<file path="src/hw/rtl/tdpt_pkg.sv">
// Package with the constants and the small prime table of the prime tester.
package tdpt_pkg;

  localparam int unsigned TdptWidth     = 32;
  localparam int unsigned NumSmallPrime = 12;
  localparam int unsigned IdxW          = 4;
  localparam int unsigned PrimeW        = 6;
  localparam logic [PrimeW-1:0] FirstOddDivisor = 6'd41;
  localparam logic [IdxW-1:0]   LastSmallIdx    = 4'(NumSmallPrime - 1);

  function automatic logic [PrimeW-1:0] small_prime(input logic [IdxW-1:0] idx);
    logic [PrimeW-1:0] p;
    case (idx)
      4'd0:    p = 6'd2;
      4'd1:    p = 6'd3;
      4'd2:    p = 6'd5;
      4'd3:    p = 6'd7;
      4'd4:    p = 6'd11;
      4'd5:    p = 6'd13;
      4'd6:    p = 6'd17;
      4'd7:    p = 6'd19;
      4'd8:    p = 6'd23;
      4'd9:    p = 6'd29;
      4'd10:   p = 6'd31;
      4'd11:   p = 6'd37;
      default: p = 6'd37;
    endcase
    return p;
  endfunction

endpackage

</file>
<file path="src/hw/rtl/tdpt_divider.sv">
// Restoring divider that yields one quotient bit per cycle.
module tdpt_divider #(
  parameter int unsigned WIDTH = tdpt_pkg::TdptWidth
) (
  input  logic             clk_i,
  input  logic             rst_ni,
  input  logic             start_i,
  input  logic [WIDTH-1:0] dividend_i,
  input  logic [WIDTH-1:0] divisor_i,
  output logic [WIDTH-1:0] quotient_o,
  output logic [WIDTH-1:0] remainder_o,
  output logic             done_o
);
  import tdpt_pkg::*;

  localparam int unsigned CntW = $clog2(WIDTH);

  logic             running_q, running_d;
  logic             done_q, done_d;
  logic [CntW-1:0]  cnt_q, cnt_d;
  logic [WIDTH-1:0] rem_q, rem_d;
  logic [WIDTH-1:0] dvd_q, dvd_d;
  logic [WIDTH-1:0] div_q, div_d;
  logic [WIDTH:0]   shifted;
  logic [WIDTH:0]   diff;

  // The dividend shifts out at the top while quotient bits shift in at the bottom.
  assign shifted = {rem_q, dvd_q[WIDTH-1]};
  assign diff    = shifted - {1'b0, div_q};

  always_comb begin
    running_d = running_q;
    done_d    = 1'b0;
    cnt_d     = cnt_q;
    rem_d     = rem_q;
    dvd_d     = dvd_q;
    div_d     = div_q;
    if (start_i) begin
      running_d = 1'b1;
      cnt_d     = CntW'(WIDTH - 1);
      rem_d     = '0;
      dvd_d     = dividend_i;
      div_d     = divisor_i;
    end else if (running_q) begin
      if (!diff[WIDTH]) begin
        rem_d = diff[WIDTH-1:0];
      end else begin
        rem_d = shifted[WIDTH-1:0];
      end
      dvd_d = {dvd_q[WIDTH-2:0], ~diff[WIDTH]};
      cnt_d = cnt_q - 1'b1;
      if (cnt_q == '0) begin
        running_d = 1'b0;
        done_d    = 1'b1;
      end
    end
  end

  always_ff @(posedge clk_i or negedge rst_ni) begin
    if (!rst_ni) begin
      running_q <= 1'b0;
      done_q    <= 1'b0;
      cnt_q     <= '0;
    end else begin
      running_q <= running_d;
      done_q    <= done_d;
      cnt_q     <= cnt_d;
    end
  end

  always_ff @(posedge clk_i) begin
    rem_q <= rem_d;
    dvd_q <= dvd_d;
    div_q <= div_d;
  end

  assign quotient_o  = dvd_q;
  assign remainder_o = rem_q;
  assign done_o      = done_q;

endmodule

</file>
<file path="config.mk">
export PLATFORM = sky130hd
export DESIGN_NAME = tdpt_divider
export DESIGN_NICKNAME = d
export VERILOG_FILES = /design/src/hw/rtl/tdpt_pkg.sv /design/src/hw/rtl/tdpt_divider.sv
export SDC_FILE = /design/constraint.sdc
export NUM_CORES = 1
export LEC_CHECK = 0
export BUFFER_PORTS_ARGS = -buffer_cell sky130_fd_sc_hd__buf_2
export CAP_MARGIN = 20
export CORE_ASPECT_RATIO = 1.75
export CORE_MARGIN = 1.5
export CORE_UTILIZATION = 30
export CTS_BUF_LIST = sky130_fd_sc_hd__clkbuf_4
export DETAILED_ROUTE_END_ITERATION = 8
export PLACE_DENSITY = 0.54
export REMOVE_ABC_BUFFERS = 1
export SLEW_MARGIN = 10
export SYNTH_ARGS = -nofsm -noshare
export SYNTH_HDL_FRONTEND = slang
export SYNTH_SLANG_ARGS = --single-unit
</file>
<file path="constraint.sdc">
create_clock -name clk_i -period 9.25 [get_ports clk_i]
set_input_delay 0.4625 -clock clk_i [delete_from_list [all_inputs] [get_ports clk_i]]
set_output_delay 0.4625 -clock clk_i [all_outputs]
set_load 0.02 [all_outputs]
</file>
# Word level (Yosys, flattened, before mapping)
# Cells that the tools add are included.
# word_totals
word_cells,22
out_inout_bits,65
in_bits,67
ff_bits,103
# op_classes
muxes,11
bitwise_logic,1
addsub,2
reduce_logical,2
# ops
cell,n
two-way mux 32 bit,3
subtractor 33 x 32 -> 33 bit,1
two-way mux 5 bit,2
two-way mux 1 bit,6
zero test 5 bit,1
"subtractor 5 x 1 -> 5 bit, second input constant",1
nonzero test 2 bit,1
inverter 1 bit,1

# Logic depth before layout (Yosys ltp)
# Gate-level depths: netlist of run 1.
# logic_depth
word_depth,4
depth_mapped,14
mapped_depth_nobuf,12

# Worst setup path after synthesis of run 1
# Ideal clock, no wire load.
# synth_path
path_kind,register to register
start,reg dvd_q[31] (netlist: quotient_o[31])
end,reg rem_q[21] (netlist: remainder_o[21])
arrival_time_ns,3.048
setup_slack_ns,6.111
path_buffers,2
t_required_ns,9.159
path_stages_with_launch,15
setup_time_ns,0.091
synth_period_minus_slack_ns,3.139
cell_sequence,edfxtp_1 inv_1 ha_1 fa_1 nand2b_1 a21oi_1 o22a_1 o21ai_1 a21oi_2 mux2_2 nand2_1 buf_4 buf_2 nand2_1 a311oi_1
# synth_via
elab_chain_len,2
# synth_rtl
element,line,text
from (decl),tdpt_divider.sv:22,"logic [WIDTH-1:0] dvd_q, dvd_d;"
from (signal assigned),tdpt_divider.sv:73,dvd_q <= dvd_d;
subtractor 33 x 32 -> 33 bit,tdpt_divider.sv:29,"assign diff = shifted - {1'b0, div_q};"
two-way mux 32 bit,tdpt_divider.sv:45,if (!diff[WIDTH]) begin
to (signal assigned),tdpt_divider.sv:72,rem_q <= rem_d;
to (decl),tdpt_divider.sv:21,"logic [WIDTH-1:0] rem_q, rem_d;"
# Every way passes these cells.
# A chain may end at the register's enable or synchronous reset.

# Worst setup path after layout of run 1
# layout_path
start,reg dvd_q[31] (netlist: quotient_o[31])
end,reg rem_q[29] (netlist: remainder_o[29])
# Same word-level chain as after synthesis.

==> results of run 1 <==
-- per-layer routing --
layer,wire length (microns),up-vias,GRT usage [%]
li1,-,2412,-
met1,5670,2275,15.8
met2,8060,133,27.1
met3,776,27,4.18
met4,464,0,6.59
met5,0,-,0
-- kinds of logic (layout without fill, tap and decap cells) --
family | Yosys count | after routing | synth area share, %
compound gates | 148 | 148 | 18.0
xor+xnor | 23 | 23 | 3.38
fa+ha+maj | 35 | 35 | 7.46
buf+inv | 69 | 194 | 4.63
flops | 103 | 103 | 45.9
mux | 35 | 35 | 6.56
other cells | 0 | 1 | 0
simple gates | 183 | 183 | 14.1
-- registers in the layout (all words and copies together) (netlist names) --
| signal | count |
|---|---|
| remainder_o | 32 |
| div_q | 32 |
| quotient_o | 32 |
| cnt_q | 5 |
| running_q | 1 |
| done_o | 1 |
-- Yosys cell counts (all sizes together) (8+ instances only) --
library cell   n
nand2         69
edfxtp        64
nor2          52
inv           41
a21oi         36
ha            34
mux2          33
dfxtp         32
a311oi        25
a21o          20
clkbuf        19
o21ai         17
nand3         16
xnor2         16
nand2b        11
buf            9
o21a           8
-- report_power, final --
part	switching, mW	internal, mW	leakage, nW
Combinational	0.0795	0.0607	2.09
Clock	0.173	0.0657	0.0738
Sequential	0.0131	0.519	0.982
-- worst max-delay path by stage --
stage,start,end,slack (ns),cells past startpoint
after floorplan,quotient_o[31],remainder_o[13],5.94,12
after global placement,quotient_o[31],remainder_o[25],5.73,13
after detailed placement,quotient_o[31],remainder_o[25],5.61,13
after CTS,quotient_o[31],remainder_o[21],5.55,13
after global routing,quotient_o[31],remainder_o[19],5.24,13
final,quotient_o[31],remainder_o[29],5.59,13
-- stage by stage --
step / total power [mW] / setup WS (ns) / hold slack, ns / utilization, % / cells
after global placement: 0.681 / 5.73 / 0.314 / 34.8 / 947
after floorplan: 0.626 / 5.94 / 0.167 / - / 568
after CTS: 0.924 / 5.55 / 0.0668 / 35.5 / 964
after global routing: 0.954 / 5.24 / 0.0658 / 35.8 / 967
after detailed placement: 0.682 / 5.61 / 0.314 / 34.8 / 947
final: 0.911 / 5.59 / 0.115 / 35.8 / 967
-- cell type report --
type	count	area (sq um)	share of cell area [%]
tap	245	307	4.36
sequential	103	2740	39.0
clock inverter	6	63.8	0.907
clock buffer	10	75.1	1.07
multi-input combinational	424	2950	42.0
timing repair buffer	137	738	10.5
inverter	41	154	2.19
antenna	1	2.50	0.0356
-- what timing repair did --
item,4_1_cts,5_1_grt
hold buffers,1,0
setup buffers,0,0
endpoints found under the hold margin,7,0
endpoints found under the setup margin,0,0
-- placed cells by master, fill, tap and decap left out, types with 5 or more instances in the layout --
master      n
a21o_1     19
a21oi_1    33
a311oi_1   25
buf_2     130
clkbuf_4   10
dfrtp_1     6
dfxtp_1    32
edfxtp_1   64
ha_1       34
inv_1      41
mux2_2     33
nand2_1    69
nand2b_1   11
nand3_1    16
nand3b_1    5
nor2_1     51
o211ai_1    5
o21a_1      8
o21ai_0    16
o31ai_1     5
xnor2_1    16
xor2_1      7
==> out/results.ini, run 1 <==
[routing]
drtIter0Drc = 229
wl_per_cell_microns = 15.5
ant_nets = 0
drc = 0
via_count = 4847
routed_wl_mm = 15.0
viasPerCell = 5.01
dr.pass1.iters = 5

[run]
maxCapViolations = 0

[layout]
nFillCells = 2038
nets = 818
fin_area_sq_um = 7030
drive_gt1_share_pct = 27.9
area_growth_syn_to_layout_pct = 17.8

[power]
power_density_nw_per_um2 = 130
max-vdd-ir-drop_uv = 87.9
leakage_nw = 3.14

[critical_path]
cpPeakStageDelay_ns = 0.42
crit_type = flop to flop
crit_chain = inv_1 > ha_1 > fa_1 > nand2b_1 > a21oi_1 > o22a_1 > o21ai_1 > a21oi_2 > mux2_2 > nand2_1 > buf_4 > nand2_1 > a311oi_1
worstSetupEndpointType = flop
crit_required_ns = 9.67
worst-r2r-setup-slack_ns = 5.59
critical-path-top-delay-family = compound AO/OA/AOI/OAI gates
r2r-end = remainder_o[29]
crit_path_start_kind = flop
path_buf_inv = 2
reg2reg_from = quotient_o[31]
critPathMostFrequentCell = nand2_1
r2r_cells = 13
cp_data_arrival_time_ns = 4.08
cp_slowest_cell = edfxtp_1
crit_fanout = 18

[yosys]
ys.warnings.count = 0
syn_inst = 596
synth_top_cell_by_area = edfxtp_1
synthFlopType = edfxtp_1
syn-cell-area_sq_um = 5970
synthArstFlopShare_pct = 6.80
seq_area_frac_synth_pct = 45.9
syn_avg_cell_area_sq_um = 10.0
ys_seq_elements = 103
synth_edf_count = 64
yosys.cell_types.count = 63
synth.area.top_cells = edfxtp_1 (32%), dfxtp_1 (11%), ha_1 (7.1%)
yosys.area.top_type_share_pct = 32.2

[global_routing]
gr-usage-all-layers_pct = 15.0
antenna_found_initial = 1
grt_pass1_vias = 4831
grt_start_max_net_pins = 95
grt_overflow = 0
grt_pass1_wl_mm = 24.1

[clocking]
clkLatencyLatePin_ns = 0.51
cts_max_path_buffers = 2
cts.clk_slew.worst_paths_ns = 0.18
root_buffer = clkbuf_4
numCtsBuffers = 9
cts_resized = 0
cts_sinks = 103
cts_tree = built
h-tree-depth = 3

[die]
dieArea_sq_um = 20800
die_y_microns = 190
ios = 132
die_w_microns = 110
rows = 68
initial_core_util_pct = 30.4
coreArea_sq_um = 19700

[timing]
grt_setup_unrepaired = no
fin_tns_setup_ns = 0
slew_headroom_pct = 49.9
clock.fmax_mhz = 273
fin_crit_sh_pct = 39.6
min_period_ns = 3.66
worstMarginPinSlew_ns = 0.752
setup_viol = 0
fin_worst_skew_ns = 0.0314
drv_slew = 0
hold_viol_final = 0

[placement]
gp_congestion = 0.804
dpl_cell_area_sq_um = 6830
dp_hpwl_mm = 11.2
port_buffers = 131

[worst_hold_path]
hold_start = divisor_i[2]
hold_end = div_q[2]
holdPathStages = 1
worstHoldPathType = input pin to flop

[run_status]
status = complete, no violations

(Power assumes the default switching activity.)
==> inputs of run 2 (changes only) <==
--- a/config.mk
+++ b/config.mk
@@ -12,7 +12,7 @@
 export CORE_UTILIZATION = 30
 export CTS_BUF_LIST = sky130_fd_sc_hd__clkbuf_4
 export DETAILED_ROUTE_END_ITERATION = 8
-export PLACE_DENSITY = 0.54
+export PLACE_DENSITY = 0.56
 export REMOVE_ABC_BUFFERS = 1
 export SLEW_MARGIN = 10
 export SYNTH_ARGS = -nofsm -noshare
==> constraint.sdc (replaced) <==
create_clock -name clk_i -period 2.97 [get_ports clk_i]
set_input_delay 0.1485 -clock clk_i [delete_from_list [all_inputs] [get_ports clk_i]]
set_output_delay 0.1485 -clock clk_i [all_outputs]
set_load 0.02 [all_outputs]
==> run 2 against run 1 <==
Sequential power increased to 3.1 times the previous value. Sequential share of layout area decreased by 5.1 points. Largest power group unchanged. Combinational power increased to 3.8 times the previous value. Global-route usage increased by 0.72 points.
==> out/results.ini, run 2 (synthesis gave the netlist of run 1 again) <==
[routing]
viasPerCell = 4.88  ; -2.6%
drc = 0  ; unchanged
wl_per_cell_microns = 15.5  ; about the same
ant_nets = 0  ; unchanged
dr.pass1.iters = 4  ; -1
drtIter0Drc = 198  ; -14%
via_count = 5197  ; +7.2%
routed_wl_mm = 16.5  ; +10%

[power]
p_int_mw = 2.16  ; +230%
pwr-share-comb_pct = 17.9  ; +2.5 points
max-vdd-ir-drop_uv = 348  ; +300%
p_seq_share_pct = 55.4  ; -3.0 points
p_clk_share_pct = 26.7  ; +0.5 points
power_density_nw_per_um2 = 370  ; +190%
p_sw_uw = 833  ; +210%
leakage_nw = 3.61  ; +15%
p_sw_share_pct = 27.8  ; -1.3 points

[layout]
fin_area_sq_um = 8100  ; +15%
final_common_cell = buf_2
final_cell_mix = buf_2 (130), nand2_1 (68), dlygate4sd3_1 (66)
drive_gt1_share_pct = 30.9  ; +3.0 points
area_growth_syn_to_layout_pct = 35.7
nets = 917  ; +12%
nFillCells = 1930  ; -5.3%
antennaDiodeCount = 0  ; -1

[global_routing]
antenna_found_initial = 0  ; -1
grt_start_max_net_pins = 56  ; -41%
gr-usage-all-layers_pct = 15.7  ; +0.72 points
grt_pass1_vias = 5363  ; +11%
grt_pass1_wl_mm = 25.6  ; +6.1%
grt_overflow = 0  ; unchanged

[run]
maxCapViolations = 0  ; unchanged

[timing]
timing.hold.ws_ns = 0.287  ; +0.172 ns
grt_setup_unrepaired = yes
worstMarginPinSlew_ns = 0.769  ; +0.0166 ns
hold_viol_final = 0  ; unchanged
clock.fmax_mhz = 338  ; +24%
drv_slew = 0  ; unchanged
setup_viol = 0  ; unchanged
fin_worst_skew_ns = 0.0288  ; -0.00259 ns
slew_headroom_pct = 48.7  ; -1.1 points
fin_crit_sh_pct = 99.5  ; +60 points
min_period_ns = 2.95  ; -0.706 ns

[worst_hold_path]
worstHoldPathType = input pin to flop

[critical_path]
crit_type = flop to flop
cp_slowest_cell = or4_4
crit_chain = inv_2 > ha_4 > a21o_1 > a21o_1 > or4_4 > o32a_4 > o211ai_4 > a21oi_4 > o31ai_2 > o311ai_2 > a311oi_1
path_buf_inv = 1  ; -1
critical-path-top-delay-family = compound AO/OA/AOI/OAI gates
crit_path_start_kind = flop
cpPeakStageDelay_ns = 0.49  ; +0.07 ns
crit_required_ns = 3.37  ; -6.30 ns
critPathMostFrequentCell = a21o_1
worstSetupEndpointType = flop
cp_data_arrival_time_ns = 3.35  ; -0.73 ns
crit_fanout = 4  ; -14

[die]
rows = 68  ; unchanged
die_y_microns = 190  ; unchanged
dieArea_sq_um = 20800  ; unchanged
ios = 132  ; unchanged
die_w_microns = 110  ; unchanged
coreArea_sq_um = 19700  ; unchanged
initial_core_util_pct = 30.4  ; unchanged

[clocking]
cts_sinks = 103  ; unchanged
cts_max_path_buffers = 2  ; unchanged
cts_tree = built
root_buffer = clkbuf_4
clkLatencyLatePin_ns = 0.49  ; -0.02 ns
cts.clk_slew.worst_paths_ns = 0.16  ; -0.02 ns
h-tree-depth = 3  ; unchanged
numCtsBuffers = 9  ; unchanged

[placement]
gp_congestion = 0.824  ; +2.5%
dp_hpwl_mm = 11.7  ; +4.3%
port_buffers = 131  ; unchanged
dpl_cell_area_sq_um = 7070  ; +3.5%

[run_status]
status = complete, no violations

[run 2: cell types whose count changed in the layout (fill, tap and decap cells not counted), sizes merged]
cell / delta
inv: -1
bufinv: +1
buf: +32
clkbuf: +2
dlygate4sd3: +65
diode: -1
[run 2: per-stage QoR]
stage	std cells	total power [mW]	TNS, ns	util, %	worst slack (ns)
floorplan	568	1.95	-9.05	-	-0.337
global placement	977	2.14	0	36.0	0.0434
detailed placement	977	2.14	0	36.0	0.00848
CTS	1060	3.02	0	40.2	0.00234
global route	1065	3.15	-0.323	41.2	-0.0877
finish	1065	2.99	0	41.2	0.0153
[run 2: worst min-delay path, cell delays in order]
cell     delay [ns]
buf_4          0.12
buf_4          0.30
a21oi_2        0.17
[run 2: path summary, 6_finish.rpt]
check,from,end,slack [ns],cells after the start
max,div_q[10],remainder_o[27],0.02,11
max in group asynchronous,rst_ni,running_q,2.08,3
min,start_i,remainder_o[31],0.29,3
min reg2reg,remainder_o[18],remainder_o[19],0.52,2
min in group asynchronous,rst_ni,cnt_q[1],0.59,3
max reg2reg,div_q[10],remainder_o[27],0.02,11
[run 2: routing by layer]
metal / global-route usage [%] / vias to the layer above / wire, microns
met5: 0 / - / 0
met4: 6.29 / 0 / 472
met3: 3.05 / 35 / 718
met2: 29.2 / 134 / 8950
met1: 16.8 / 2421 / 6360
li1: - / 2607 / -
[run 2: power by group through the flow]
stage / combinational (mW) / clock, mW / sequential, mW
6_report: 0.535 / 0.800 / 1.66
5_1_grt: 0.586 / 0.896 / 1.67
4_1_cts: 0.525 / 0.839 / 1.66
3_5_place_dp: 0.457 / 0 / 1.69
3_3_place_gp: 0.456 / 0 / 1.69
2_1_floorplan: 0.209 / 0 / 1.74
[run 2: final cells by class]
cell class,instances,area (sq um),share of cell area [%]
Clock buffer,10,75.1,0.927
Multi-Input combinational cell,424,3080,38.1
Clock inverter,6,77.6,0.958
Sequential cell,103,2740,33.8
Timing Repair Buffer,236,1660,20.5
Inverter,41,154,1.90
Tap cell,245,307,3.79
[run 2: timing repair]
item / 4_1_cts / 5_1_grt
endpoints found under the hold margin: 71 / 0
cloned: 0 / 2
gates resized for setup: 0 / 32
hold buffers: 66 / 0
endpoints found under the setup margin: 18 / 33
pin swaps: 1 / 6
buffers inserted: 1 / 3
